**src/hw/rtl/pfla_pkg.sv**
```systemverilog
// ----------------------------------------------------------------------------
// pfla_pkg
// Shared constants, codes and types of the page free list allocator.
// ----------------------------------------------------------------------------
package pfla_pkg;

    localparam int NUM_PAGES  = 1024;
    localparam int NUM_CHUNKS = 4 * NUM_PAGES;
    localparam int PIDX_W     = (NUM_PAGES > 1) ? $clog2(NUM_PAGES) : 1;
    localparam int CIDX_W     = PIDX_W + 2;
    localparam int PHEAD_W    = $clog2(NUM_PAGES + 1);
    localparam int CHEAD_W    = $clog2(NUM_CHUNKS + 1);
    localparam int FBS_W      = ((CHEAD_W + 10 > PHEAD_W + 12) ? CHEAD_W + 10 : PHEAD_W + 12) + 1;
    localparam int QDEPTH     = 2;
    localparam int QPTR_W     = $clog2(QDEPTH);
    localparam int QCNT_W     = $clog2(QDEPTH + 1);

    localparam logic [PHEAD_W-1:0] PAGE_EMPTY  = PHEAD_W'(NUM_PAGES);
    localparam logic [CHEAD_W-1:0] CHUNK_EMPTY = CHEAD_W'(NUM_CHUNKS);
    localparam logic [22:0]        FB_MAX      = 23'h7FFFFF;

    localparam logic [2:0] FN_INIT    = 3'd0;
    localparam logic [2:0] FN_ALLOC4K = 3'd1;
    localparam logic [2:0] FN_FREE4K  = 3'd2;
    localparam logic [2:0] FN_ALLOC1K = 3'd3;
    localparam logic [2:0] FN_FREE1K  = 3'd4;
    localparam logic [2:0] FN_QUERY   = 3'd5;

    localparam logic [1:0] ST_OK    = 2'd0;
    localparam logic [1:0] ST_EMPTY = 2'd1;
    localparam logic [1:0] ST_BAD   = 2'd2;

    localparam logic [2:0] REG_REGION_START = 3'd0;
    localparam logic [2:0] REG_REGION_END   = 3'd1;
    localparam logic [2:0] REG_SKIP_HOLES   = 3'd2;
    localparam logic [2:0] REG_HOLE0_BASE   = 3'd3;
    localparam logic [2:0] REG_HOLE0_END    = 3'd4;
    localparam logic [2:0] REG_HOLE1_BASE   = 3'd5;
    localparam logic [2:0] REG_HOLE1_END    = 3'd6;

    typedef struct packed {
        logic [2:0]  func;
        logic [31:0] addr;
    } req_t;

    typedef struct packed {
        logic [31:0] alloc_addr;
        logic [1:0]  status;
        logic [22:0] free_bytes;
    } rsp_t;

    typedef struct packed {
        logic [31:0] region_start;
        logic [31:0] region_end;
        logic        skip_holes;
        logic [31:0] hole0_base;
        logic [31:0] hole0_end;
        logic [31:0] hole1_base;
        logic [31:0] hole1_end;
    } cfg_t;

    typedef enum logic [2:0] {
        OP_INIT,
        OP_ALLOC4K,
        OP_FREE4K,
        OP_ALLOC1K,
        OP_FREE1K,
        OP_QUERY,
        OP_BAD
    } op_t;

    typedef struct packed {
        op_t                op;
        logic [CIDX_W-1:0]  idx;
        logic [32:0]        base;
        logic [PHEAD_W-1:0] npages;
    } qent_t;

    typedef enum logic [2:0] {
        BK_IDLE,
        BK_INIT,
        BK_PG_WAIT,
        BK_CK_WAIT,
        BK_SPLIT_WAIT,
        BK_SPLIT
    } bk_state_t;

endpackage

```
**src/hw/rtl/pfla_queue.sv**
```systemverilog
// ----------------------------------------------------------------------------
// pfla_queue
// Short first-in first-out queue of classified requests between the front
// and the back.
// ----------------------------------------------------------------------------
module pfla_queue
    import pfla_pkg::*;
(
    input  logic  clk,
    input  logic  rst_n,
    input  logic  push,
    input  qent_t push_ent,
    input  logic  pop,
    output qent_t head_ent,
    output logic  empty,
    output logic  full
);

    qent_t              ent_reg [QDEPTH];
    logic [QPTR_W-1:0]  wr_ptr_reg, wr_ptr_next;
    logic [QPTR_W-1:0]  rd_ptr_reg, rd_ptr_next;
    logic [QCNT_W-1:0]  cnt_reg, cnt_next;
    logic               do_push;
    logic               do_pop;

    assign empty    = (cnt_reg == '0);
    assign full     = (cnt_reg == QCNT_W'(QDEPTH));
    assign do_push  = push && !full;
    assign do_pop   = pop && !empty;
    assign head_ent = ent_reg[rd_ptr_reg];

    always_comb
    begin
        wr_ptr_next = wr_ptr_reg;
        rd_ptr_next = rd_ptr_reg;
        cnt_next    = cnt_reg;
        if (do_push)
        begin
            wr_ptr_next = (wr_ptr_reg == QPTR_W'(QDEPTH - 1)) ? '0 : wr_ptr_reg + 1'b1;
        end
        if (do_pop)
        begin
            rd_ptr_next = (rd_ptr_reg == QPTR_W'(QDEPTH - 1)) ? '0 : rd_ptr_reg + 1'b1;
        end
        if (do_push && !do_pop)
        begin
            cnt_next = cnt_reg + 1'b1;
        end
        else if (do_pop && !do_push)
        begin
            cnt_next = cnt_reg - 1'b1;
        end
    end

    always_ff @(posedge clk or negedge rst_n)
    begin
        if (!rst_n)
        begin
            wr_ptr_reg <= '0;
            rd_ptr_reg <= '0;
            cnt_reg    <= '0;
        end
        else
        begin
            wr_ptr_reg <= wr_ptr_next;
            rd_ptr_reg <= rd_ptr_next;
            cnt_reg    <= cnt_next;
        end
    end

    always_ff @(posedge clk)
    begin
        if (do_push)
        begin
            ent_reg[wr_ptr_reg] <= push_ent;
        end
    end

endmodule

```
**config.mk**
```make
export PLATFORM = sky130hd
export DESIGN_NAME = pfla_queue
export DESIGN_NICKNAME = d
export VERILOG_FILES = /design/src/hw/rtl/pfla_pkg.sv /design/src/hw/rtl/pfla_queue.sv
export SDC_FILE = /design/constraint.sdc
export NUM_CORES = 1
export LEC_CHECK = 0
export ABC_AREA = 1
export ABC_CLOCK_PERIOD_IN_PS = 7350
export BUFFER_PORTS_ARGS = -buffer_cell sky130_fd_sc_hd__clkbuf_2
export CAP_MARGIN = 10
export CORE_MARGIN = 5
export CORE_UTILIZATION = 40
export CTS_CLUSTER_DIAMETER = 50
export DETAILED_ROUTE_END_ITERATION = 16
export HOLD_SLACK_MARGIN = 0.12
export REMOVE_ABC_BUFFERS = 1
export SLEW_MARGIN = 25
export SYNTH_ARGS = -nofsm -noshare
export SYNTH_HDL_FRONTEND = slang
export SYNTH_SLANG_ARGS = --single-unit
```
**constraint.sdc**
```tcl
create_clock -name clk -period 7.35 [get_ports clk]
set_clock_uncertainty 0.15 [all_clocks]
set_input_delay 1.1025 -clock clk [delete_from_list [all_inputs] [get_ports clk]]
set_output_delay 1.1025 -clock clk [all_outputs]
set_load 0.05 [all_outputs]
```
Yosys cells after proc, flatten, opt, wreduce, memory -nomap -nowiden
Memories as Yosys holds them, arrays and structs flattened.
Cells that the tools add are included.
{ "totals": {"register_bits": 4, "out_inout_bits": 61, "n_memories": 1, "ramBits": 118} }
{ "classes": {"n_addsub": 4, "n_eq_ne": 1, "n_mux": 6, "reduce_logical": 10} }
{ "memory_table": {"columns": ["memory", "depth", "word_bits", "read_ports", "rd_clocked_by_memory_dff", "wr", "line_no", "source"], "rows": [
  ["ent_reg", 2, 59, 1, 0, 1, "pfla_queue.sv:19", "qent_t ent_reg [QDEPTH];"]
]} }
{ "ops": {"columns": ["operator", "count"], "rows": [
  ["logical AND 1 bit", 4],
  ["logical NOT 1 bit", 4],
  ["2-to-1 mux 1 bit", 4],
  ["2-to-1 mux 2 bit", 2],
  ["adder 1 bit, second input constant", 2],
  ["adder 2 x 1 -> 2 bit, second input constant", 1],
  ["== test 2 bit, second input constant", 1],
  ["logical NOT 2 bit", 1],
  ["nonzero test 2 bit", 1],
  ["subtractor 2 x 1 -> 2 bit, second input constant", 1]
]} }

Longest topological paths before layout
Gate-level depths: netlist (run 1).
{ "logic_depth": {"depth_word": 7, "ltp_mapped": 9, "mapped_depth_nobuf": 9} }

Worst setup path before layout (run 1)
OpenSTA, ideal clock, no wires.
{ "synth_timing": {"path_kind": "input to register", "from": "in push", "to": "mem ent_reg[1][0] (netlist name), enable pin", "path_buffers": 0, "cell_stages": 2, "t_arrival_ps": 3679, "setup_time_ps": 476, "path_slack_ps": 3045, "path_cell_list": "o21ai_0 nor2_1"} }
{ "synth_via": {"elab_chain_cells": 3} }
{ "synth_rtl": {"columns": ["element", "line_no", "source"], "rows": [
  ["start: declaration", "pfla_queue.sv:11", "input logic push,"],
  ["logical AND 1 bit", "pfla_queue.sv:28", "assign do_push = push && !full;"],
  ["2-to-1 mux 1 bit", "pfla_queue.sv:73", "if (do_push)"],
  ["2-to-1 mux 1 bit (not written as such)", "pfla_queue.sv:75", "ent_reg[wr_ptr_reg] <= push_ent;"],
  ["end: declaration", "pfla_queue.sv:19", null]
]} }
Every way passes these cells.

==> out/metrics.yaml, run 1 <==
detailed_routing:
  via_count: 2803
  ant_nets: 0
  postRouteWirelength_um: 9040
  first_pass_iters: 6
  route.detailed.drc: 0
  drtIter0Drc: 126
  viasPerCell: 4.49
  wl_per_cell_um: 14.5
cells_and_area:
  nNetsFinal: 535
  largest_reg_flops: 118
  register_area_um2: 3650
  fillerInstances: 936
  multi_input_comb_area_um2: 776
  drive_above_1_share_pct: 32.4
  diodes: 0
  syn2layout_area_growth_pct: 28.2
setup_path:
  critPathArrivalTime_ns: 2.26
  rrSetupSlack_ns: 5.33
  r2r_start: "cnt_reg[1]"
  cp_slowest_cell: "dfrtp_4"
  cpPeakStageDelay_ns: 0.74
  crit_top_cell: "nand2_1"
  timing.rr.end: "ent_reg[0][49]"
  endpoint_kind: "output port"
  cp-start-kind: "flop"
  crit_chain: "inv_4 -> nand2_1 -> nand2_1 -> clkbuf_2"
  reg2reg_depth: 6
  critical_path_class: "reg -> out"
  cp.required_ns: 6.10
  critPathMaxFanout: 61
status:
  status: "finished clean"
floorplanning:
  dieArea_um2: 13500
  ioPinCount: 124
  initial_utilization_pct: 41.2
  std_cell_rows: 38
  die_h_um: 116
  coreArea_um2: 11000
  die-width_um: 116
grt:
  grt_max_degree: 62
  antenna_found_initial: 0
  grt_pass1_vias: 2915
  grt_use_total_pct: 14.2
  grt_remaining_overflow: 0
  grt_pass1_wl_um: 14100
timing:
  drv_slew: 0
  rsz0062_at_grt: "no"
  slew_headroom_pct: 45.3
  hold_viol_final: 0
  period_share_pct: 47.8
  worst_pin_slew_ns: 0.820
  setup_ws_ns: 3.83
  finalSetupViolations: 0
  tns_ns: 0
  max_freq_mhz: 284
  period_needed_ns: 3.52
clocking:
  cts_inserted_buffers: 17
  cts_resized: 0
  cts_tree: "yes"
  cts_buffer_depth: 2
  clk_latency_ns: 0.40
  clock-sinks: 122
  ctsHoldBuffers: 0
  clk_pin_slew_worst_paths_ns: 0.05
  cts-root-buf: "clkbuf_16"
  cts_setup_buffers: 0
  htree_num_levels: 4
place:
  gp_congestion: 0.705
  hpwl_um: 5540
  dpl_worst_slack_ns: 4.18
  port-buffer-count: 123
logic_synthesis:
  ys_warn_count: 0
  yosysSeqAreaShare_pct: 80.5
  syn-cell-area_um2: 4530
  synth_area_per_cell_um2: 13.3
  syn_inst: 340
  synth_cell_type_count: 16
  synth_seq_cells: 122
run:
  drv_cap: 0
min_path:
  holdPathStages: 2
  hp-class: "reg -> reg"
  min-delay-start: "wr_ptr_reg"
  hold_end: "wr_ptr_reg"
## placed cells by master (no fill, tap or decap), types with 2 or more instances in the layout
cell       synthesis  routed
nand2_1          186     186
clkbuf_2           0     123
edfxtp_1         118     118
clkbuf_16          0      17
clkinv_2           0       7
inv_1              7       6
clkbuf_1           0       3
clkinv_1           0       3
dfrtp_1            4       3
nor2_2             2       2
bufinv_16          0       2
buf_4              7       2
## synthesized netlist by cell type
| library cell | count | area (um^2) |
|---|---|---|
| buf_4 | 7 | 52.6 |
| o21ai_0 | 1 | 5.00 |
| nand3_1 | 1 | 5.00 |
| xnor2_1 | 1 | 8.76 |
| buf_2 | 6 | 30.0 |
| nor2_2 | 2 | 12.5 |
| ha_1 | 1 | 12.5 |
| dfrtp_1 | 4 | 100 |
| o21ai_1 | 1 | 5.00 |
| nand3b_1 | 1 | 7.51 |
| inv_1 | 7 | 26.3 |
| nand2_1 | 186 | 698 |
| edfxtp_1 | 118 | 3540 |
| inv_4 | 1 | 6.26 |
| nand4_1 | 1 | 6.26 |
| nor2_1 | 2 | 7.51 |
## critical path, delay by kind of cell, from the launching register on
kind,cells,cell delay [ns]
AND/OR/NAND/NOR,2,0.24
buffers and inverters,2,0.86
flip-flops,1,0.74
## logic make-up (layout without fill, tap and decap cells)
kind of cell,Yosys count,after routing,synth area share (%)
and+or+nand+nor,193,193,16.3
AOI/OAI and AO/OA,2,2,0.221
buffers and inverters,21,165,2.54
adders and majority gates,1,1,0.276
xor gates and xnor gates,1,1,0.194
DFF,122,122,80.5
## final cells by class
cell class              count  area share (%)
flip-flops and latches    122            62.8
clock inverters            12            1.83
inverters                   8           0.560
multi-input cells         197            13.4
repair buffers            125            10.9
well taps                 140            3.02
clock buffers              20            7.52
## routing by layer
layer  vias up  share of wire [%]  track usage [%]
met5         -                  0                0
met1      1292                 42             17.0
met3         4                8.8             6.06
met4         0               0.48             4.87
li1       1407                  -                -
met2       100                 49             23.0
## how the worst max path moves through the flow
stage	from	endpoint	cells past startpoint
after floorplan	push	ent_reg[1][0]	2
after global routing	rd_ptr_reg	head_ent[25]	4
after CTS	rd_ptr_reg	head_ent[36]	4
after detailed placement	rd_ptr_reg	head_ent[36]	4
final	rd_ptr_reg	head_ent[36]	4
after global placement	rd_ptr_reg	head_ent[39]	4
## through the flow
stage	instances	area (um^2)	hold WS (ns)	utilization (%)
6_report	624	5800	0.342	52.8
3_5_place_dp	592	5260	0.333	47.9
3_3_place_gp	592	5260	0.314	47.9
4_1_cts	624	5800	0.334	52.8
5_1_grt	624	5800	0.337	52.8
2_1_floorplan	327	4440	0.299	-
Power of run 1 is not shown: default switching activity piles up to over one toggle a cycle in this logic, so the estimate is an artifact.
==> inputs of run 2 (changes only) <==
--- a/config.mk
+++ b/config.mk
@@ -5,8 +5,8 @@
 export SDC_FILE = /design/constraint.sdc
 export NUM_CORES = 1
 export LEC_CHECK = 0
-export ABC_AREA = 1
-export ABC_CLOCK_PERIOD_IN_PS = 7350
+export ABC_AREA = 0
+export ABC_CLOCK_PERIOD_IN_PS = 2890
 export BUFFER_PORTS_ARGS = -buffer_cell sky130_fd_sc_hd__clkbuf_2
 export CAP_MARGIN = 10
 export CORE_MARGIN = 5
@@ -14,6 +14,7 @@
 export CTS_CLUSTER_DIAMETER = 50
 export DETAILED_ROUTE_END_ITERATION = 16
 export HOLD_SLACK_MARGIN = 0.12
+export PLACE_DENSITY = 0.66
 export REMOVE_ABC_BUFFERS = 1
 export SLEW_MARGIN = 25
 export SYNTH_ARGS = -nofsm -noshare
==> constraint.sdc (replaced) <==
create_clock -name clk -period 2.89 [get_ports clk]
set_clock_uncertainty 0.15 [all_clocks]
set_input_delay 0.4335 -clock clk [delete_from_list [all_inputs] [get_ports clk]]
set_output_delay 0.4335 -clock clk [all_outputs]
set_load 0.05 [all_outputs]
==> run 2 against run 1 <==
Effect of this change:
- sequential cell count did not move
- worst hold slack lost 0.12 ns
- die area up 4.6%
- register-to-register slack got worse by 4.2 ns
==> out/metrics.yaml, run 2 <==
place:
  hpwl_um: 5440
  gp_congestion: 0.684
  port-buffer-count: 123
  place_inst: 468
floorplanning:
  coreArea_um2: 11500
  ioPinCount: 124
  initial_utilization_pct: 41.3
  die_h_um: 119
  std_cell_rows: 39
  dieArea_um2: 14200
  die-width_um: 119
setup_path:
  critPathTopFamily: "flip-flops"
  critPathArrivalTime_ns: 1.94
  cpPeakStageDelay_ns: 0.63
  cp.required_ns: 2.31
  crit_chain: "buf_12 -> mux2_4 -> clkbuf_2"
  critPathMaxFanout: 32
  cp_num_buf_inv: 2
  cp_slowest_cell: "dfrtp_4"
  cp-start-kind: "flop"
  critical_path_class: "reg -> out"
  endpoint_kind: "output port"
clocking:
  ctsHoldBuffers: 60
  cts-root-buf: "clkbuf_16"
  clock-sinks: 122
  htree_num_levels: 4
  cts_tree: "yes"
  cts_inserted_buffers: 17
  clk_latency_ns: 0.40
  clk_pin_slew_worst_paths_ns: 0.06
  cts_setup_buffers: 0
  cts_buffer_depth: 2
  cts_resized: 0
timing:
  finalSetupViolations: 0
  worst_pin_slew_ns: 0.440
  hold_viol_final: 0
  period_share_pct: 87.4
  hold_ws_ns: 0.224
  period_needed_ns: 2.53
  max_freq_mhz: 396
  rsz0062_at_grt: "no"
  slew_headroom_pct: 70.6
  drv_slew: 0
detailed_routing:
  wl_per_cell_um: 15.1
  viasPerCell: 4.48
  route.detailed.drc: 0
  postRouteWirelength_um: 8460
  ant_nets: 0
  first_pass_iters: 4
  via_count: 2511
  drtIter0Drc: 120
logic_synthesis:
  yosys.area.top_type: "edfxtp_1"
  ys.flop_type: "edfxtp_1"
  ys_warn_count: 0
  syn-cell-area_um2: 4760
  syn_inst: 203
  synth_area_leaders: "edfxtp_1 (74%), mux2_4 (19%), buf_12 (2.5%)"
  synth_cell_type_count: 14
  synth_most_common_cell: "edfxtp_1"
  synthTopCellsByCount: "edfxtp_1 (118), mux2_4 (59), buf_12 (6)"
  synth_async_sr_flop_share_pct: 3.28
  synth_seq_cells: 122
  synth_area_per_cell_um2: 23.4
  synth_top_area_share_pct: 74.5
  yosysSeqAreaShare_pct: 76.6
  synth-edff-count: 118
cells_and_area:
  instances_no_fill: 560
  diodes: 0
  largest_reg_flops: 118
  syn2layout_area_growth_pct: 40.2
  drive_above_1_share_pct: 53.2
  layout_common_cells: "clkbuf_2 (123), edfxtp_1 (118), dlygate4sd3_1 (60), mux2_4 (59), clkbuf_16 (17)"
  nNetsFinal: 468
  fillerInstances: 897
  final_common_cell: "clkbuf_2"
grt:
  grt_use_total_pct: 12.6
  grt_pass1_wl_um: 13900
  antenna_found_initial: 0
  grt_pass1_vias: 2776
  grt_remaining_overflow: 0
  grt_max_degree: 33
power:
  p_leak_nw: 2.75
  p_per_area_nw_per_um2: 1160
  vdd_drop_max_mv: 0.559
run:
  drv_cap: 0
status:
  status: "finished clean"
min_path:
  hp-class: "in -> reg"
## run 2: changes by cell type after synthesis, sizes merged, moves of 2 or more
cell | previous run | this run
nand2 | 186 | 1
mux2 | 0 | 59
buf | 13 | 7
inv | 8 | 2
xnor2 | 1 | 3
xor2 | 0 | 2
## run 2: per-layer routing
metal	wire length [um]	share of wire [%]	global-route usage, %	up-vias
li1	-	-	-	1207
met5	0	0	0	-
met4	171	2.0	6.08	0
met2	4390	52	21.4	83
met1	3350	40	13.9	1206
met3	552	6.5	4.74	15
## run 2: worst paths after layout
kind                       cells after the start  slack, ns            end        from
min in group asynchronous                      2       0.23     rd_ptr_reg       rst_n
setup / recovery                               3       0.36    head_ent[7]  rd_ptr_reg
hold reg to reg                                1       0.39     cnt_reg[1]  cnt_reg[1]
setup reg to reg                               4       1.11  ent_reg[0][1]  cnt_reg[0]
hold / removal                                 3       0.22     rd_ptr_reg         pop
max in group asynchronous                      2       2.21     rd_ptr_reg       rst_n
## run 2: kinds of logic after synthesis
kind of cell             after synthesis  synth area share [%]
AO/OA/AOI/OAI                          1                 0.105
XOR/XNOR                               5                 0.921
multiplexers                          59                  18.6
AND/OR/NAND/NOR                        6                 0.579
adder cells (fa/ha/maj)                1                 0.263
buffers and inverters                  9                  2.92
flip-flops                           122                  76.6
## run 2: metrics by stage
stage / setup slack (ns) / instance area [um^2] / setup TNS, ns / power [mW] / utilization, %
after floorplan: -0.855 / 4630 / -77.49 / 5.20 / -
after global placement: 0.777 / 5490 / 0 / 5.74 / 47.7
after detailed placement: 0.771 / 5490 / 0 / 5.77 / 47.7
after CTS: 0.327 / 6670 / 0 / 7.87 / 57.9
after global routing: 0.277 / 6670 / 0 / 8.09 / 57.9
final: 0.363 / 6670 / 0 / 7.75 / 57.9
## run 2: worst min-delay path: cells and delay by family
kind,cells,cell delay (ns)
xor gates and xnor gates,1,0.08
AOI/OAI and AO/OA,1,0.14
buffers and inverters,1,0.08
## run 2: power breakdown
group | total [mW] | internal (mW) | switching [mW]
combinational | 3.14 | 1.05 | 2.09
sequential | 2.60 | 2.43 | 0.175
clock | 2.00 | 1.26 | 0.740
## run 2: cell type report
type	instances	area [um^2]	area share (%)
Timing Repair Buffer	189	1270	19.1
Multi-Input combinational cell	72	983	14.7
Sequential cell	122	3650	54.7
Inverter	2	7.51	0.113
Clock buffer	17	425	6.38
Clock inverter	15	153	2.29
Tap cell	143	179	2.68
Power figures use the tool's default switching activity.
