### config.mk
export PLATFORM = sky130hd
export DESIGN_NAME = pfla_front
export DESIGN_NICKNAME = d
export VERILOG_FILES = /design/src/hw/rtl/pfla_pkg.sv /design/src/hw/rtl/pfla_front.sv
export SDC_FILE = /design/constraint.sdc
export NUM_CORES = 1
export LEC_CHECK = 0
export BUFFER_PORTS_ARGS = -buffer_cell sky130_fd_sc_hd__buf_2
export CAP_MARGIN = 20
export CORE_ASPECT_RATIO = 1.75
export CORE_MARGIN = 4
export CORE_UTILIZATION = 43
export CTS_CLUSTER_SIZE = 30
export DETAILED_ROUTE_END_ITERATION = 8
export PLACE_DENSITY = 0.86
export SLEW_MARGIN = 20
export SYNTH_ARGS = -nofsm -noshare
export SYNTH_HDL_FRONTEND = slang
export SYNTH_SLANG_ARGS = --single-unit
### constraint.sdc
create_clock -name clk -period 5.1 [get_ports clk]
set_input_delay 0.51 -clock clk [delete_from_list [all_inputs] [get_ports clk]]
set_output_delay 0.51 -clock clk [all_outputs]
set_load 0.05 [all_outputs]
### src/hw/rtl/pfla_pkg.sv
// ----------------------------------------------------------------------------
// pfla_pkg
// Shared constants, codes and types of the page free list allocator.
// ----------------------------------------------------------------------------
package pfla_pkg;

    localparam int NUM_PAGES  = 1024;
    localparam int NUM_CHUNKS = 4 * NUM_PAGES;
    localparam int PIDX_W     = (NUM_PAGES > 1) ? $clog2(NUM_PAGES) : 1;
    localparam int CIDX_W     = PIDX_W + 2;
    localparam int PHEAD_W    = $clog2(NUM_PAGES + 1);
    localparam int CHEAD_W    = $clog2(NUM_CHUNKS + 1);
    localparam int FBS_W      = ((CHEAD_W + 10 > PHEAD_W + 12) ? CHEAD_W + 10 : PHEAD_W + 12) + 1;
    localparam int QDEPTH     = 2;
    localparam int QPTR_W     = $clog2(QDEPTH);
    localparam int QCNT_W     = $clog2(QDEPTH + 1);

    localparam logic [PHEAD_W-1:0] PAGE_EMPTY  = PHEAD_W'(NUM_PAGES);
    localparam logic [CHEAD_W-1:0] CHUNK_EMPTY = CHEAD_W'(NUM_CHUNKS);
    localparam logic [22:0]        FB_MAX      = 23'h7FFFFF;

    localparam logic [2:0] FN_INIT    = 3'd0;
    localparam logic [2:0] FN_ALLOC4K = 3'd1;
    localparam logic [2:0] FN_FREE4K  = 3'd2;
    localparam logic [2:0] FN_ALLOC1K = 3'd3;
    localparam logic [2:0] FN_FREE1K  = 3'd4;
    localparam logic [2:0] FN_QUERY   = 3'd5;

    localparam logic [1:0] ST_OK    = 2'd0;
    localparam logic [1:0] ST_EMPTY = 2'd1;
    localparam logic [1:0] ST_BAD   = 2'd2;

    localparam logic [2:0] REG_REGION_START = 3'd0;
    localparam logic [2:0] REG_REGION_END   = 3'd1;
    localparam logic [2:0] REG_SKIP_HOLES   = 3'd2;
    localparam logic [2:0] REG_HOLE0_BASE   = 3'd3;
    localparam logic [2:0] REG_HOLE0_END    = 3'd4;
    localparam logic [2:0] REG_HOLE1_BASE   = 3'd5;
    localparam logic [2:0] REG_HOLE1_END    = 3'd6;

    typedef struct packed {
        logic [2:0]  func;
        logic [31:0] addr;
    } req_t;

    typedef struct packed {
        logic [31:0] alloc_addr;
        logic [1:0]  status;
        logic [22:0] free_bytes;
    } rsp_t;

    typedef struct packed {
        logic [31:0] region_start;
        logic [31:0] region_end;
        logic        skip_holes;
        logic [31:0] hole0_base;
        logic [31:0] hole0_end;
        logic [31:0] hole1_base;
        logic [31:0] hole1_end;
    } cfg_t;

    typedef enum logic [2:0] {
        OP_INIT,
        OP_ALLOC4K,
        OP_FREE4K,
        OP_ALLOC1K,
        OP_FREE1K,
        OP_QUERY,
        OP_BAD
    } op_t;

    typedef struct packed {
        op_t                op;
        logic [CIDX_W-1:0]  idx;
        logic [32:0]        base;
        logic [PHEAD_W-1:0] npages;
    } qent_t;

    typedef enum logic [2:0] {
        BK_IDLE,
        BK_INIT,
        BK_PG_WAIT,
        BK_CK_WAIT,
        BK_SPLIT_WAIT,
        BK_SPLIT
    } bk_state_t;

endpackage

### src/hw/rtl/pfla_front.sv
// ----------------------------------------------------------------------------
// pfla_front
// Takes requests, checks free addresses against the latched region and
// works out the region at init, then hands a classified entry to the queue.
// ----------------------------------------------------------------------------
module pfla_front
    import pfla_pkg::*;
(
    input  logic  clk,
    input  logic  rst_n,
    input  logic  start,
    input  req_t  req,
    input  cfg_t  cfg,
    input  logic  q_full,
    output logic  busy,
    output logic  push,
    output qent_t push_ent
);

    logic               valid_reg, valid_next;
    req_t               req_reg;
    logic [31:0]        base_reg, base_next;
    logic [PHEAD_W-1:0] pages_reg, pages_next;

    logic               accept;
    logic [32:0]        init_s;
    logic [32:0]        init_e;
    logic [32:0]        init_span;
    logic [20:0]        init_n_raw;
    logic [PHEAD_W-1:0] init_n;
    logic [31:0]        off;
    logic               addr_ge;
    logic               pg_ok;
    logic               ck_ok;

    assign accept = start && !busy;
    assign busy   = valid_reg && q_full;
    assign push   = valid_reg && !q_full;

    assign init_s     = ({1'b0, cfg.region_start} + 33'h0_0000_0FFF) & ~33'h0_0000_0FFF;
    assign init_e     = {1'b0, cfg.region_end[31:12], 12'h000};
    assign init_span  = (init_e > init_s) ? (init_e - init_s) : 33'd0;
    assign init_n_raw = init_span[32:12];
    assign init_n     = (init_n_raw > 21'(NUM_PAGES)) ? PAGE_EMPTY : PHEAD_W'(init_n_raw);

    assign addr_ge = req_reg.addr >= base_reg;
    assign off     = req_reg.addr - base_reg;
    assign pg_ok   = addr_ge && (off[11:0] == 12'h000)
                     && ({12'h000, off[31:12]} < 32'(pages_reg));
    assign ck_ok   = addr_ge && (off[9:0] == 10'h000)
                     && ({10'h000, off[31:10]} < (32'(pages_reg) << 2));

    always_comb
    begin
        push_ent.idx    = '0;
        push_ent.base   = init_s;
        push_ent.npages = init_n;
        case (req_reg.func)
            FN_INIT:    push_ent.op = OP_INIT;
            FN_ALLOC4K: push_ent.op = OP_ALLOC4K;
            FN_FREE4K:
            begin
                push_ent.op  = pg_ok ? OP_FREE4K : OP_BAD;
                push_ent.idx = CIDX_W'(off[12 +: PIDX_W]);
            end
            FN_ALLOC1K: push_ent.op = OP_ALLOC1K;
            FN_FREE1K:
            begin
                push_ent.op  = ck_ok ? OP_FREE1K : OP_BAD;
                push_ent.idx = off[10 +: CIDX_W];
            end
            default:    push_ent.op = OP_QUERY;
        endcase
    end

    always_comb
    begin
        valid_next = valid_reg;
        base_next  = base_reg;
        pages_next = pages_reg;
        if (push)
        begin
            valid_next = 1'b0;
            if (push_ent.op == OP_INIT)
            begin
                base_next  = init_s[31:0];
                pages_next = init_n;
            end
        end
        if (accept)
        begin
            valid_next = 1'b1;
        end
    end

    always_ff @(posedge clk or negedge rst_n)
    begin
        if (!rst_n)
        begin
            valid_reg <= 1'b0;
            base_reg  <= '0;
            pages_reg <= '0;
        end
        else
        begin
            valid_reg <= valid_next;
            base_reg  <= base_next;
            pages_reg <= pages_next;
        end
    end

    always_ff @(posedge clk)
    begin
        if (accept)
        begin
            req_reg <= req;
        end
    end

endmodule

Word-level counts from Yosys, hierarchy flattened. Index checks and enable logic that the tools add are counted.

Add/sub/neg operators: 3. Multiply operators: 0. Div/mod/pow operators: 0. Order comparisons: 5. Equal/unequal tests: 4. Shift operators: 0. Mux-type cells: 8. Bitwise logic cells: 0. Reduce and logical (&&, ||, !) cells: 15.

Operator list (number): 32-bit by 12-bit adder with 33-bit output (second input constant) (1); 32-bit by 33-bit > comparator with 1-bit output (1); 33-bit two-way mux (1); 32-bit by 33-bit subtractor with 33-bit output (1); 32-bit >= comparator (1); 32-bit subtractor (1); 12-bit one-hot mux with 2 select lines (1); 22-bit by 13-bit less-than comparator with 1-bit output (1); 21-bit by 11-bit > comparator with 1-bit output (second input constant) (1); 20-bit by 11-bit less-than comparator with 1-bit output (1); 3-bit one-hot mux with 5 select lines (1); 12-bit logical NOT (1); 11-bit two-way mux (1); 10-bit logical NOT (1); 1-bit logical AND (7); 3-bit by 2-bit equality test with 1-bit output (second input constant) (2); 3-bit logical NOT (2); 3-bit by 1-bit equality test with 1-bit output (second input constant) (1); 3-bit equality test (second input constant) (1); 3-bit two-way mux (1); 1-bit logical NOT (2); 1-bit two-way mux (2); 2-bit two-way mux (1); 2-bit AND reduction (1); 2-bit nonzero test (1).

Register bits: 67. Latch bits: 0. RAM bits: 0. Memory bits (read-only): 0. Bits of input ports: 232. Output and inout port bits: 61. Logic and storage cells: 40. Memories: 0.

Logic depth before layout (Yosys ltp). Gate-level depths: netlist of the first run.

Word-level depth: 8. Depth in mapped cells: 21. Depth with buffers taken out: 18.

Worst setup path after synthesis of the first run. Ideal clock, no wire load.

Path type: input-to-output. From: input cfg[167] (netlist bit). To: output push_ent[9] (netlist bit). Arrival time: 5.628 ns. Slack: -1.038 ns. Cell stages on the path: 16. Buffers on the path: 1. Cell sequence: nor4_2 and3_1 buf_2 xnor2_1 ha_1 fa_1 nor2b_1 o31a_1 or2_1 o22ai_1 a221o_1 a21oi_1 or3_1 a2111oi_4 nand4_4 nor3_1.

RTL lines: from (decl) (line pfla_front.sv:13) `input cfg_t cfg,`; to (decl) (line pfla_front.sv:17) `output qent_t push_ent`.

==> results.tsv, run 1 <==
stage	metric	value	unit
run_status	outcome	finished, violations left	
run_status	violations	negative setup slack	
power	power.leakage	4.01	nW
clock_tree	cts_made_buffers	9	
synthesis	yosysWarnings	0	
timing	finalWorstSetupSlack	-106	ps
timing	drv_slew	0	
floorplanning	die_y	167	µm
critical_path	start_kind	primary input	
cells_and_area	design_area	0.00882	mm²
synthesis	synth-simple-area-share	22.4	%
floorplanning	dieWidth	99.0	µm
placement	routabilityCongestion	0.979	
cells_and_area	final_common_cell	buf_2	
timing	fin_worst_skew	4.88	ps
critical_path	cp.required	4590	ps
detailed_routing	vias_per_cell	5.64	
critical_path	worstRegToRegCells	5	
critical_path	worst-setup-path-type	in2out	
timing	rsz0062_at_grt	true	
timing	min_period_over_period	102	%
critical_path	rr_startpoint	req_reg[32]	
cells_and_area	syn_to_final_growth	41.7	%
synthesis	syn_avg_cell_area	8.28	µm²
synthesis	synth_adder_area_share	10.2	%
synthesis	syn-cell-area	0.00623	mm²
critical_path	timing.rr.end	pages_reg[7]	
cells_and_area	drive_gt1_share	36.8	%
floorplanning	dieArea	0.0165	mm²
placement	postPlaceCellArea	0.00780	mm²
synthesis	synth_seq_cells	67	
cells_and_area	largest_reg_flops	35	
critical_path	r2r_slack	3270	ps
floorplanning	io_pins	293	
placement	dpl.hpwl	15800	µm
floorplanning	fp.coreArea	0.0140	mm²
timing	hold_viol_final	0	
clock_tree	clock_insertion_delay_worst_skew	330	ps
critical_path	crit_path_end_kind	output pin	
critical_path	critPathArrivalTime	4700	ps
cells_and_area	final_nets	1271	
clock_tree	clockRootBuffer	clkbuf_16	
detailed_routing	vias	6615	
detailed_routing	totalWireLength	20400	µm
synthesis	postSynthCellCount	752	
critical_path	cp-startpoint	cfg[161]	
synthesis	synth-xor-area-share	6.91	%
floorplanning	fp-row-count	57	
synthesis	synth_top_cells_by_area	edfxtp_1 17%, dfrtp_1 13%, ha_1 9.4%	
timing	fmax	0.192	GHz
timing	worst_pin_slew	1020	ps
synthesis	synth_top_family_by_area	simple AND/OR/NAND/NOR gates	
synthesis	muxShareOfSynthArea	0.502	%
detailed_routing	wl_per_cell	17.4	µm
detailed_routing	drc_errors	0	
power	peakVddDrop	156	µV
synthesis	async_flop_share	47.8	%
timing	relSlewSlack	30.5	%
global_routing	grt_usage	23.9	%
synthesis	synth_cell_types	81	
global_routing	grt_max_degree	55	
placement	dp.cells	1127	
cells_and_area	final_cell_mix	121 x buf_2, 114 x buf_4, 74 x inv_1	
timing	finalSetupViolCount	10	
synthesis	yosysSeqAreaShare	29.7	%
critical_path	endpoint	push_ent[8]	
global_routing	antenna_found_initial	0	
job	cap_violations	0	
clock_tree	htree_levels	3	
global_routing	grt_pass1_vias	6785	
detailed_routing	drt-initial-drc-count	345	
clock_tree	cts_sinks	67	
clock_tree	cts_tree	built	
synthesis	synth_top_area_share	16.9	%
clock_tree	clk_path_buf_depth	2	
cells_and_area	final_cells	1172	
power	power	2.49	mW
detailed_routing	detail-route-antenna-nets	0	
timing	post-route-min-period	5210	ps
worst_hold_path	hold_path_class	in2async	
synthesis	yosys.area.top_type	edfxtp_1	
placement	port_buffers	139	
global_routing	grt-ovfl-total	0	
synthesis	synth-compound-area-share	22.1	%
clock_tree	path_clk_slew	50	ps
synthesis	synth_edf_count	35	
power	power_density	282	mW/mm²
cells_and_area	antenna_cells	0	
global_routing	grt_pass1_wl	32500	µm
floorplanning	initial_core_util	44.3	%
detailed_routing	first_pass_iters	5	
synthesis	synth_top_flop_cell	edfxtp_1	
critical_path	worstPathMaxFanout	5	
-- layer usage --
layer / global-route usage (%) / up-vias / wire [µm]
met5: 0 / - / 0
met4: 16.2 / 0 / 1390
met3: 3.41 / 91 / 1050
met2: 42.9 / 280 / 10500
met1: 25.4 / 3078 / 7480
li1: - / 3166 / -
-- worst min-delay path by stage --
stage / startpoint / to / depth (start not counted) / slack, ps
2_1_floorplan: rst_n / base_reg[12] / 0 / 210
3_3_place_gp: base_reg[31] / base_reg[31] / 2 / 460
3_5_place_dp: base_reg[23] / base_reg[23] / 2 / 470
4_1_cts: rst_n / base_reg[29] / 1 / 250
5_1_grt: rst_n / base_reg[29] / 1 / 280
6_report: rst_n / base_reg[29] / 1 / 220
-- cell type report --
cell class	count	area, µm²
fill	1122	5230
multi-input combinational	579	4440
sequential	67	1850
timing repair buffer	257	1740
inverter	76	288
clock buffer	11	233
tap	177	221
clock inverter	5	53.8
-- synth_stat cells, drive strengths merged (3+ instances only) --
| master | count |
|---|---|
| a21boi | 4 |
| nor3 | 22 |
| xnor2 | 26 |
| inv | 76 |
| o21a | 7 |
| or4 | 5 |
| nand2 | 74 |
| o21ai | 60 |
| buf | 20 |
| or3 | 4 |
| clkbuf | 21 |
| a21o | 9 |
| o211ai | 4 |
| a311oi | 3 |
| o31a | 3 |
| ha | 47 |
| edfxtp | 35 |
| a21oi | 42 |
| nand2b | 8 |
| a31oi | 9 |
| dfrtp | 32 |
| nand4 | 8 |
| a2111oi | 6 |
| a22oi | 11 |
| o22ai | 5 |
| nor2b | 9 |
| nand3 | 32 |
| nor2 | 56 |
| a211oi | 9 |
| and2 | 13 |
| o2111ai | 5 |
| xor2 | 18 |
| o21bai | 8 |
| nor4 | 9 |
| and3 | 13 |
-- power breakdown --
| group | leakage [nW] | internal (mW) | total (mW) | switching, mW |
|---|---|---|---|---|
| logic | 3.12 | 0.511 | 1.24 | 0.728 |
| registers | 0.749 | 0.628 | 0.657 | 0.0292 |
| clock network | 0.143 | 0.377 | 0.595 | 0.218 |
| total | 4.01 | 1.52 | 2.49 | 0.976 |
-- cell families (layout without fill, tap and decap cells) --
family	Yosys count	count (layout)
adder cells (fa/ha/maj)	50	50
XOR/XNOR	46	46
AO/OA/AOI/OAI	205	205
flip-flops	67	67
multiplexers	3	3
other	1	12
buffers and inverters	117	349
AND/OR/NAND/NOR	263	263
-- timing repair --
action | in CTS | in global routing
gates resized for setup | 65 | 43
pin swaps | 38 | 44
endpoints found under the hold margin | 0 | 0
gates cloned | 1 | 0
setup endpoints to repair | 13 | 13
hold buffers | 0 | 0
buffers inserted | 20 | 13
-- per-stage QoR --
stage	utilization [%]	setup TNS, ps	setup slack (ps)	hold WS [ps]
2_1_floorplan	-	-753	-90.8	214
3_3_place_gp	55.5	-843	-122	462
3_5_place_dp	55.5	-1480	-182	470
4_1_cts	60.8	-162	-55.0	246
5_1_grt	62.8	-3810	-400	279
6_report	62.8	-512	-106	220
-- critical path, stage by stage --
cell and delay (ps):
buf_6 90, nor4_4 340, nand3_4 170, buf_6 160, nand3_4 70, xor2_4 190
ha_4 230, nor2b_4 130, o31a_1 310, buf_4 150, buf_4 120, o21bai_1 150
o211ai_1 150, buf_4 180, a31oi_2 180, o211ai_1 150, xor2_1 200, a2111oi_4 380
nand4_4 190, buf_12 190, nor3b_4 240, buf_6 190
Power figures use the tool's default switching activity.
==> run 2, diff against run 1 <==
ABC_AREA = 1   (was unset)
PLACE_DENSITY = 0.87   (was 0.86)
==> run 2 against run 1 <==
Effect of this change: the flow now finishes without violations; clock skew is 1.2 ps lower; non-clock buffer count is 90 lower; cell area is 17% lower; register-to-register slack worse by 130 ps; combinational power is 13% lower; maximum frequency is 7.1% higher; clock-buffer cell count is 1 lower; largest cell class unchanged; clock power is 7.2% higher; utilization is 8.2 points lower.
==> results.tsv, run 2 <==
stage	metric	value	unit
power	p_sw	0.954	mW
power	switching_share	39.9	%
cells_and_area	fillers	1279	
cells_and_area	largest_reg_flops	35	
timing	fmax	0.206	GHz
critical_path	worst-setup-path-type	in2out	
critical_path	cp.required	4590	ps
synthesis	yosysSeqAreaShare	31.5	%
critical_path	start_kind	primary input	
timing	finalSetupViolCount	0	
floorplanning	fp.coreArea	0.0134	mm²
critical_path	critPathArrivalTime	4350	ps
clock_tree	cts_sinks	67	
timing	hold_viol_final	0	
synthesis	yosysWarnings	0	
global_routing	grt_pass1_vias	6144	
synthesis	synth_most_common_cell	nand2_1	
timing	worst_pin_slew	997	ps
floorplanning	initial_core_util	43.9	%
cells_and_area	final_common_cell	nand2_1	
timing	fin_worst_skew	3.66	ps
floorplanning	dieWidth	96.4	µm
critical_path	crit_slowest_cell	fa_1	
synthesis	synth-compound-area-share	11.5	%
critical_path	crit_top_cell	nand2_1	
power	clockPowerShare	26.7	%
detailed_routing	first_pass_iters	5	
synthesis	synth_top_flop_cell	edfxtp_1	
clock_tree	htree_levels	3	
placement	dpl.hpwl	15000	µm
floorplanning	fp-row-count	56	
global_routing	grt_max_degree	43	
synthesis	synth-xor-area-share	4.47	%
synthesis	synth_top_area_share	17.9	%
timing	relSlewSlack	33.3	%
run_status	outcome	finished clean	
cells_and_area	final_cell_mix	200 x nand2_1, 143 x inv_1, 130 x buf_2	
global_routing	antenna_found_initial	0	
synthesis	synth_top_cells_by_area	edfxtp_1 18%, dfrtp_1 14%, nand2_1 13%	
worst_hold_path	hold_path_class	in2async	
clock_tree	cts_made_buffers	9	
synthesis	syn-cell-area	0.00588	mm²
timing	post-route-min-period	4860	ps
floorplanning	io_pins	293	
detailed_routing	drt-initial-drc-count	334	
clock_tree	clock_insertion_delay_worst_skew	330	ps
timing	min_period_over_period	95.3	%
clock_tree	clockRootBuffer	clkbuf_16	
synthesis	synth-simple-area-share	30.3	%
cells_and_area	drive_gt1_share	22.0	%
synthesis	postSynthCellCount	825	
synthesis	synth_top_family_by_area	simple AND/OR/NAND/NOR gates	
synthesis	synth_seq_cells	67	
global_routing	grt_usage	23.1	%
job	cap_violations	0	
clock_tree	clk_path_buf_depth	2	
floorplanning	die_y	163	µm
global_routing	grt_pass1_wl	28100	µm
detailed_routing	detail-route-antenna-nets	0	
power	intPower	1.44	mW
detailed_routing	vias	6114	
detailed_routing	wl_per_cell	15.4	µm
critical_path	path_buf_inv	5	
clock_tree	cts_tree	built	
cells_and_area	final_nets	1274	
synthesis	synth_common_cells	200 x nand2_1, 143 x inv_1, 75 x nor2_1	
synthesis	muxShareOfSynthArea	0	%
synthesis	synth_adder_area_share	10.7	%
detailed_routing	drc_errors	0	
synthesis	yosys.area.top_type	edfxtp_1	
power	power	2.39	mW
global_routing	grt-ovfl-total	0	
timing	drv_slew	0	
clock_tree	path_clk_slew	50	ps
detailed_routing	vias_per_cell	5.22	
power	power_density	327	mW/mm²
cells_and_area	antenna_cells	0	
cells_and_area	syn_to_final_growth	24.2	%
power	peakVddDrop	189	µV
synthesis	async_flop_share	47.8	%
floorplanning	dieArea	0.0157	mm²
placement	routabilityCongestion	0.960	
critical_path	crit_family	simple AND/OR/NAND/NOR gates	
synthesis	synth_edf_count	35	
detailed_routing	totalWireLength	18100	µm
power	power.leakage	3.88	nW
power	power_frac_comb	45.2	%
synthesis	syn_avg_cell_area	7.13	µm²
placement	port_buffers	139	
critical_path	crit_path_end_kind	output pin	
timing	hold_ws	227	ps
power	pwr-share-seq	28.1	%
synthesis	synth_cell_types	46	
critical_path	max_stage_delay	390	ps
critical_path	worstPathMaxFanout	9	
timing	setup_tns	0	ps
## run 2: cell types whose count changed after synthesis, sizes merged, moves of 14 or more
cell / before / now
nand4: 8 / 25
o21ai: 60 / 46
nand3: 32 / 46
clkbuf: 21 / 7
nor2: 56 / 77
inv: 76 / 145
nand2: 74 / 211
xnor2: 26 / 9
## run 2: kinds of logic (layout without fill, tap and decap cells)
family,Yosys count,count (layout)
buffers and inverters,166,328
AO/OA/AOI/OAI,117,117
adder cells (fa/ha/maj),49,49
AND/OR/NAND/NOR,395,395
XOR/XNOR,30,30
flip-flops,67,67
other,1,12
## run 2: cell type report
type | count | area [µm²] | area share (%)
Timing Repair Buffer | 167 | 943 | 12.9
Sequential cell | 67 | 1850 | 25.3
Inverter | 145 | 544 | 7.45
Clock inverter | 6 | 80.1 | 1.10
Tap cell | 174 | 218 | 2.98
Clock buffer | 10 | 229 | 3.13
Multi-Input combinational cell | 603 | 3440 | 47.1
## run 2: metrics by stage
step           instance area [µm²]  setup WS (ps)  util, %  cells
2_1_floorplan                 5930           86.2        -    836
3_3_place_gp                  6910            153     51.6   1153
3_5_place_dp                  6910           93.5     51.6   1153
4_1_cts                       7210           80.4     53.9   1169
5_1_grt                       7310          -83.7     54.6   1172
6_report                      7310            241     54.6   1172
## run 2: per-layer routing
layer | up-vias | global-route usage, % | share of wire (%)
li1 | 3019 | - | -
met1 | 2812 | 24.4 | 38
met2 | 223 | 42.2 | 52
met3 | 60 | 2.82 | 4.8
met4 | 0 | 13.9 | 5.3
met5 | - | 0 | 0
## run 2: repair_timing
action                     CTS  global route
setup endpoints to repair    0            11
gates resized for setup      0            30
setup buffers                0             3
hold buffers                 0             0
## run 2: path summary, 6_finish.rpt
path | startpoint | to | slack [ps] | cells after the start
max in group asynchronous | rst_n | base_reg[23] | 4410 | 1
min in group clk | req[15] | req_reg[15] | 350 | 1
min | rst_n | base_reg[13] | 230 | 1
min reg2reg | pages_reg[6] | pages_reg[6] | 480 | 2
max reg2reg | req_reg[32] | pages_reg[8] | 3140 | 6
max | cfg[170] | push_ent[5] | 240 | 32
## run 2: power groups by stage
stage	Sequential, mW	Combinational [mW]	Clock, mW
floorplan	0.671	0.784	0
global placement	0.677	1.02	0
detailed placement	0.681	1.04	0
CTS	0.673	1.06	0.648
global route	0.680	1.20	0.668
finish	0.672	1.08	0.638
==> run 3, diff against run 2 <==
CORE_MARGIN = unset   (was 4)
SKIP_CTS_REPAIR_TIMING = 1   (was unset)
==> run 3 against run 2 <==
Effect of this change: sequential cell count stayed put; cell count grew 1.1%; non-clock buffer count up 12; largest cell class unchanged; power is 2.6% higher; utilization rose by 0.84 points; highest routed layer unchanged; wire length grew 1.1%; global-route usage up 2.8 points; sequential share of layout area is 0.38 points lower.
==> results.tsv, run 3 (synthesis results as in run 2) <==
stage	metric	value	unit
run_status	outcome	finished clean	
clock_tree	cts_tree	built	
floorplanning	dieWidth	90.4	µm
worst_hold_path	hold_path_class	in2async	
detailed_routing	wl_per_cell	15.4	µm
detailed_routing	vias_per_cell	5.26	
critical_path	cp.required	4590	ps
global_routing	grt_max_degree	43	
critical_path	critPathArrivalTime	4310	ps
cells_and_area	seqCellArea	0.00185	mm²
timing	post-route-min-period	4820	ps
clock_tree	htree_levels	3	
power	p_sw	0.991	mW
clock_tree	clockRootBuffer	clkbuf_16	
floorplanning	fp.coreArea	0.0134	mm²
cells_and_area	antenna_cells	0	
detailed_routing	first_pass_iters	4	
cells_and_area	multi_input_area	0.00345	mm²
power	peakVddDrop	161	µV
clock_tree	cts_made_buffers	9	
cells_and_area	fillers	1242	
critical_path	start_kind	primary input	
detailed_routing	drc_errors	0	
cells_and_area	final_cells	1185	
timing	drv_slew	0	
timing	min_period_over_period	94.6	%
detailed_routing	totalWireLength	18300	µm
power	power.leakage	3.93	nW
cells_and_area	drive_gt1_share	23.4	%
power	clockPowerShare	27.8	%
power	pwr-share-seq	27.3	%
timing	relSlewSlack	28.2	%
clock_tree	cts_sinks	67	
clock_tree	clk_path_buf_depth	2	
placement	routabilityCongestion	1.06	
cells_and_area	largest_reg_flops	35	
detailed_routing	vias	6230	
power	intPower	1.46	mW
global_routing	antenna_found_initial	0	
floorplanning	initial_core_util	43.9	%
critical_path	crit_path_end_kind	output pin	
global_routing	grt_usage	26.0	%
critical_path	worstPathMaxFanout	9	
cells_and_area	final_cell_mix	199 x nand2_1, 143 x inv_1, 130 x buf_2	
clock_tree	clock_insertion_delay_worst_skew	340	ps
global_routing	grt_pass1_vias	6017	
placement	dpl.hpwl	14700	µm
cells_and_area	final_common_cell	nand2_1	
timing	worst_pin_slew	1080	ps
clock_tree	path_clk_slew	60	ps
timing	hold_viol_final	0	
timing	fin_worst_skew	6.20	ps
power	power_density	331	mW/mm²
detailed_routing	drt-initial-drc-count	365	
placement	dp.cells	1164	
floorplanning	die_y	157	µm
global_routing	grt_pass1_wl	28500	µm
detailed_routing	detail-route-antenna-nets	0	
floorplanning	dieArea	0.0142	mm²
floorplanning	io_pins	293	
power	power_frac_comb	44.9	%
cells_and_area	syn_to_final_growth	26.1	%
job	cap_violations	0	
floorplanning	fp-row-count	56	
timing	finalSetupViolCount	0	
critical_path	worst-setup-path-type	in2out	
placement	port_buffers	139	
cells_and_area	final_nets	1287	
power	switching_share	40.4	%
timing	fmax	0.207	GHz
global_routing	grt-ovfl-total	0	
power	power	2.45	mW
-- run 3: cell count changes in the layout (fill, tap and decap cells not counted), sizes merged --
cell / delta
buf: +11
nand2: +1
clkbuf: +1
-- run 3: power groups by stage --
stage / registers (mW) / logic [mW] / clock network (mW)
after CTS: 0.670 / 1.07 / 0.685
final: 0.671 / 1.10 / 0.682
after detailed placement: 0.679 / 1.06 / 0
after global placement: 0.677 / 1.04 / 0
after global routing: 0.678 / 1.22 / 0.712
after floorplan: 0.671 / 0.784 / 0
-- run 3: metrics by stage --
stage | util [%] | cell area [µm²] | TNS [ps] | setup WS [ps] | hold slack [ps]
after global placement | 52.2 | 6990 | 0 | 5.11 | 465
after CTS | 54.7 | 7320 | 0 | 12.8 | 245
after floorplan | - | 5930 | 0 | 86.2 | 214
after global routing | 55.4 | 7420 | -25.6 | -8.05 | 283
after detailed placement | 52.2 | 6990 | 0 | 14.1 | 472
final | 55.4 | 7420 | 0 | 276 | 223
-- run 3: worst paths after layout --
check	start	endpoint	slack, ps	cells past startpoint
min reg2reg	base_reg[30]	base_reg[30]	480	2
max	cfg[161]	push_ent[6]	280	26
max in group asynchronous	rst_n	base_reg[24]	4400	1
min	rst_n	base_reg[13]	220	1
max reg2reg	req_reg[32]	pages_reg[6]	3090	6
min in group clk	req[2]	req_reg[2]	340	1
-- run 3: per-layer routing --
layer,wire (µm),global-route usage [%],share of wire [%],vias up
met5,0,0,0,-
met4,958,15.7,5.2,0
met3,1110,3.40,6.0,63
met2,9390,48.2,51,279
met1,6850,27.7,37,2831
li1,-,-,-,3057
-- run 3: layout make-up --
type	count	share of cell area, %
multi-input combinational	604	46.5
sequential	67	25.0
timing repair buffer	179	13.9
inverter	145	7.34
clock buffer	10	3.22
tap	174	2.93
clock inverter	6	1.20
-- run 3: worst max-delay path: stages --
cell and delay (ps):
buf_2 80, nor2_1 30, and2_1 160, nand2_2 190, buf_4 200, nand3_2 80, or3_1 420, o21ai_0 190
nand2_1 110, ha_2 400, nand2_1 80, nor2_1 100, inv_1 80, nor3_2 140, buf_4 150, nand4_1 140
nand3_1 120, nand2_1 50, nand2_1 120, nand2_1 70, nor2_1 150, nand2_2 130, nand2_4 130, nand2_4 110
nor2_1 150, buf_4 220
